## src/design/sgag_pkg.sv

```systemverilog
// Shared types and constants of the strided gather address generator.
// Used by sgag_ctrl, sgag_datapath and strided_gather_address_gen; no dependencies.
`default_nettype none

package sgag_pkg;

    localparam int MAX_RANK  = 8;
    localparam int DIM_BITS  = 16;
    localparam int ADDR_BITS = 32;
    localparam int STRIDE_W  = 32;
    localparam int DIM_IDX_W = $clog2(MAX_RANK);
    localparam int RANK_W    = 4;
    localparam int CFG_IDX_W = 2;
    localparam int CFG_W     = 32;
    localparam int CNT_W     = 32;

    // running element total saturates one above the 32-bit range
    localparam int TOTAL_W   = 33;
    localparam int TPROD_W   = TOTAL_W + DIM_BITS;
    localparam int EXPECT_W  = 31;
    localparam int EPROD_W   = EXPECT_W + DIM_BITS;

    localparam logic [TPROD_W-1:0] TOTAL_MAX = TPROD_W'(64'hFFFF_FFFF);
    localparam logic [TOTAL_W-1:0] TOTAL_SAT = TOTAL_W'(64'h1_0000_0000);
    localparam logic [EPROD_W-1:0] EXPECT_MAX = EPROD_W'(64'h7FFF_FFFF);

    localparam logic FUNC_LOAD = 1'b0;
    localparam logic FUNC_STEP = 1'b1;

    localparam logic [CFG_IDX_W-1:0] CFG_RANK    = 2'd0;
    localparam logic [CFG_IDX_W-1:0] CFG_BASE    = 2'd1;
    localparam logic [CFG_IDX_W-1:0] CFG_STORAGE = 2'd2;

    typedef enum logic [2:0] {
        S_IDLE,
        S_MUL,
        S_ACC,
        S_FINISH,
        S_EMIT
    } t_state;

    typedef struct packed {
        logic load;
        logic start;
        logic mul;
        logic acc;
        logic finish;
        logic emit;
    } t_cmd;

    typedef struct packed {
        logic walk_started;
        logic rank_zero;
        logic dim_zero;
    } t_status;

endpackage

`default_nettype wire

```

## src/design/sgag_ctrl.sv

```systemverilog
// Controller of the strided gather address generator: handshakes and setup sequencing.
// Depends on sgag_pkg; drives the command struct of sgag_datapath.
`default_nettype none

module sgag_ctrl (
    input  wire logic              i_clk,
    input  wire logic              i_rst_n,
    input  wire logic              i_s_tvalid,
    input  wire logic              i_func,
    output logic                   o_s_tready,
    input  wire logic              i_m_tready,
    output logic                   o_m_tvalid,
    input  wire sgag_pkg::t_status i_status,
    output sgag_pkg::t_cmd         o_cmd
);

    sgag_pkg::t_state r_state;
    sgag_pkg::t_state n_state;
    logic             r_out_valid;
    logic             w_out_free;
    logic             w_accept;

    assign w_out_free = !r_out_valid || i_m_tready;
    assign w_accept   = i_s_tvalid && (r_state == sgag_pkg::S_IDLE) && w_out_free;
    assign o_m_tvalid = r_out_valid;

    always_comb begin
        n_state = r_state;
        unique case (r_state)
            sgag_pkg::S_IDLE: begin
                if (w_accept && i_func == sgag_pkg::FUNC_STEP && !i_status.walk_started) begin
                    n_state = i_status.rank_zero ? sgag_pkg::S_FINISH : sgag_pkg::S_MUL;
                end
            end
            sgag_pkg::S_MUL:    n_state = sgag_pkg::S_ACC;
            sgag_pkg::S_ACC:    n_state = i_status.dim_zero ? sgag_pkg::S_FINISH
                                                            : sgag_pkg::S_MUL;
            sgag_pkg::S_FINISH: n_state = sgag_pkg::S_EMIT;
            sgag_pkg::S_EMIT: begin
                if (w_out_free) begin
                    n_state = sgag_pkg::S_IDLE;
                end
            end
            default:            n_state = sgag_pkg::S_IDLE;
        endcase
    end

    always_comb begin
        o_s_tready = (r_state == sgag_pkg::S_IDLE) && w_out_free;
        o_cmd      = '0;
        unique case (r_state)
            sgag_pkg::S_IDLE: begin
                if (w_accept) begin
                    if (i_func == sgag_pkg::FUNC_LOAD) begin
                        o_cmd.load = 1'b1;
                    end else if (i_status.walk_started) begin
                        o_cmd.emit = 1'b1;
                    end else begin
                        o_cmd.start = 1'b1;
                    end
                end
            end
            sgag_pkg::S_MUL:    o_cmd.mul    = 1'b1;
            sgag_pkg::S_ACC:    o_cmd.acc    = 1'b1;
            sgag_pkg::S_FINISH: o_cmd.finish = 1'b1;
            sgag_pkg::S_EMIT:   o_cmd.emit   = w_out_free;
            default:            o_cmd        = '0;
        endcase
    end

    always_ff @(posedge i_clk) begin
        if (!i_rst_n) begin
            r_state     <= sgag_pkg::S_IDLE;
            r_out_valid <= 1'b0;
        end else begin
            r_state <= n_state;
            // hold the result until the sink takes it
            if (o_cmd.emit) begin
                r_out_valid <= 1'b1;
            end else if (i_m_tready) begin
                r_out_valid <= 1'b0;
            end
        end
    end

endmodule

`default_nettype wire

```

## config.mk

```make
export PLATFORM = sky130hd
export DESIGN_NAME = sgag_ctrl
export DESIGN_NICKNAME = d
export VERILOG_FILES = /design/src/design/sgag_pkg.sv /design/src/design/sgag_ctrl.sv
export SDC_FILE = /design/constraint.sdc
export NUM_CORES = 1
export LEC_CHECK = 0
export ABC_AREA = 1
export BUFFER_PORTS_ARGS = -buffer_cell sky130_fd_sc_hd__buf_4
export CAP_MARGIN = 20
export CELL_PAD_IN_SITES_DETAIL_PLACEMENT = 0
export CELL_PAD_IN_SITES_GLOBAL_PLACEMENT = 1
export CORE_AREA = 5 5 42 44
export DETAILED_ROUTE_END_ITERATION = 10
export DIE_AREA = 0 0 47 49
export PLACE_DENSITY = 0.6
export SKIP_CTS_REPAIR_TIMING = 1
export SLEW_MARGIN = 20
export SYNTH_ARGS = -nofsm -noshare
export SYNTH_HDL_FRONTEND = slang
export SYNTH_SLANG_ARGS = --single-unit
```

## constraint.sdc

```tcl
create_clock -name i_clk -period 2.4 [get_ports i_clk]
set_input_delay 0.72 -clock i_clk [delete_from_list [all_inputs] [get_ports i_clk]]
set_output_delay 0.72 -clock i_clk [all_outputs]
set_load 0.01 [all_outputs]
```

==> results.py <==
metrics = {
    "run_status": {
        "status": "completed",
    },
    "logic_synthesis": {
        "ys_types": 14,
        "yosysSeqAreaShare": 0.274,
        "synthesis.area_um2": 293,
        "synthCells": 44,
        "yosysTopAreaCellShare": 0.274,
        "ys_ff_latch": 4,
        "avgSynthCellArea_um2": 6.65,
        "yosys-top-cells-area": "dfxtp_1 27%, nand3_1 10%, nand2_1 10%, inv_1 9.0%, nor2_1 7.7%",
        "synth_warnings": 0,
        "synth_nets": 52,
        "synth_area_leader_cell": "dfxtp_1",
    },
    "clock_tree": {
        "cts_buffers": 3,
        "clock-root-buffer": "clkbuf_4",
        "path_clk_slew_ns": 0.04,
        "cts_buffer_depth": 2,
        "clock_latency_ns": 0.23,
        "cts_tree": "done",
        "clock-sinks": 4,
        "h-tree-depth": 1,
    },
    "hold_path": {
        "hold_path_class": "reg2reg",
        "hold_start": "r_state[1]$_SDFFE_PN0P_",
        "hold_depth": 2,
        "min_to": "r_state[2]$_SDFFE_PN0P_",
    },
    "sta": {
        "finalSetupTns_ns": 0,
        "fin_skew_ns": 0.00254,
        "holdWs_ns": 0.587,
        "fin_crit_sh": 0.906,
        "relSlewSlack": 0.847,
        "final_max_slew_viol_count": 0,
        "period_needed_ns": 2.18,
        "rsz0062_at_grt": "false",
        "fmax_ghz": 0.460,
        "setup_violations": 0,
        "worst_pin_slew_ns": 0.229,
        "hold_violations": 0,
    },
    "detailed_routing": {
        "route.vias.total": 322,
        "drtPass1Iterations": 1,
        "ant_nets": 0,
        "viasPerCell": 4.18,
        "routed_wl_um": 691,
        "wire_per_inst_um": 8.97,
        "initialDrtViolationCount": 0,
        "drcViolationCount": 0,
    },
    "floorplan": {
        "initial_core_util": 0.209,
        "die_y_um": 49,
        "dieArea_um2": 2300,
        "num_rows": 14,
        "ios": 16,
        "die_width_um": 47,
        "core_area_um2": 1400,
    },
    "setup_path": {
        "worstSetupPathType": "in2out",
        "crit_arrival_ns": 1.46,
        "worstReg2RegEnd": "r_state[0]$_SDFFE_PN0P_",
        "cp_data_required_time_ns": 1.68,
        "reg2reg_from": "r_state[0]$_SDFFE_PN0P_",
        "reg2reg_slack_ns": 1.35,
        "worstPathMaxFanout": 3,
        "cp-end-kind": "output port",
        "start_kind": "input port",
        "reg2reg_depth": 5,
    },
    "power_and_ir_drop": {
        "pwr-share-comb": 0.342,
        "swShare": 0.307,
        "p_seq_frac": 0.321,
        "switching_power_mw": 0.0748,
        "power_frac_clock": 0.336,
        "ir_drop_v": 0.000262,
        "total_power_mw": 0.243,
        "powerDensity_nw_per_um2": 552,
        "internal_power_mw": 0.168,
        "p_leak_nw": 0.249,
    },
    "final_layout": {
        "fin_nets": 71,
        "final_layout_size_suffix_gt1_frac": 0.443,
        "fin_area_um2": 440,
        "syn2layout_area_growth_pct": 50.4,
        "n_antenna_cell": 0,
        "fin_cells": 77,
    },
    "placement": {
        "place_hpwl_um": 608,
        "port_buffers": 15,
        "dp.cells": 74,
        "gp_congestion": 0.644,
        "postPlaceCellArea_um2": 418,
    },
    "job": {
        "max_cap_viol_count": 0,
    },
    "grt": {
        "grt-ovfl-total": 0,
        "antenna_found_initial": 0,
        "grt_pass1_vias": 338,
        "grtUsageTotal": 0.0711,
        "grt_max_degree": 7,
        "grt_pass1_wl_um": 1210,
    },
}
synth_stat cells (all sizes together):
cell type	n
a21oi	1
nand3	6
nand2	10
nor3	2
inv	9
a31o	1
dfxtp	4
o211ai	1
o22ai	1
nor2	8
buf	1
final cells by class:
class                      count  area (um2)
fill                         170         961
multi-input combinational     30         171
clock buffer                   3        22.5
timing repair buffer          15         113
tap                           16        20.0
inverter                       9        33.8
sequential                     4        80.1
worst max path at each step:
stage                     endpoint       start  slack (ns)  cells after the start
after global routing      o_cmd[4]  i_m_tready        0.11                      8
after CTS                 o_cmd[4]  i_m_tready        0.21                      8
after floorplan           o_cmd[4]  i_m_tready        0.37                      6
final                     o_cmd[4]  i_m_tready        0.22                      8
after global placement    o_cmd[4]  i_m_tready        0.21                      8
after detailed placement  o_cmd[4]  i_m_tready        0.21                      8
registers in the layout, indices dropped and copies added (netlist names):
name	count
r_state	3
o_m_tvalid	1
power by group through the flow:
stage          sequential [mW]  clock [mW]  combinational (mW)
2_1_floorplan           0.0789           0              0.0499
3_3_place_gp            0.0793           0              0.0858
3_5_place_dp            0.0793           0              0.0853
4_1_cts                 0.0782      0.0878              0.0855
5_1_grt                 0.0788      0.0895              0.0954
6_report                0.0781      0.0818              0.0833
per-stage QoR:
stage | utilization | setup WS, ns
2_1_floorplan | - | 0.371
3_3_place_gp | 0.298 | 0.209
3_5_place_dp | 0.298 | 0.212
4_1_cts | 0.314 | 0.211
5_1_grt | 0.314 | 0.107
6_report | 0.314 | 0.224
worst max-delay path: stages:
cell and delay (ns):
buf_4 0.07, inv_1 0.03, nand2_1 0.09, inv_1 0.11, nor2_4 0.12, nand2_2 0.08, nor3_2 0.10, buf_4 0.14
kinds of logic after synthesis:
group | synth area share
flip-flops | 0.274
AND/OR/NAND/NOR | 0.470
AO/OA/AOI/OAI | 0.115
buffers and inverters | 0.141
layout by cell type (no fill, tap or decap), types with 2 or more instances in the layout:
master,Yosys,final
nand2_1,8,8
clkbuf_4,0,3
dfxtp_1,4,4
nor2_4,2,2
buf_4,1,15
inv_1,7,7
nor2_1,6,6
inv_2,2,2
nand2_2,2,2
nand3_1,6,6
nor3_2,2,2
metal layers:
| layer | global-route usage | up-vias | wire length [um] |
|---|---|---|---|
| met5 | 0 | - | 0 |
| met4 | 0.0553 | 0 | 0 |
| met3 | 0.0111 | 0 | 15 |
| met2 | 0.111 | 3 | 392 |
| met1 | 0.0813 | 145 | 282 |
| li1 | - | 174 | - |
No activity file was read; power rests on OpenSTA's default activity.
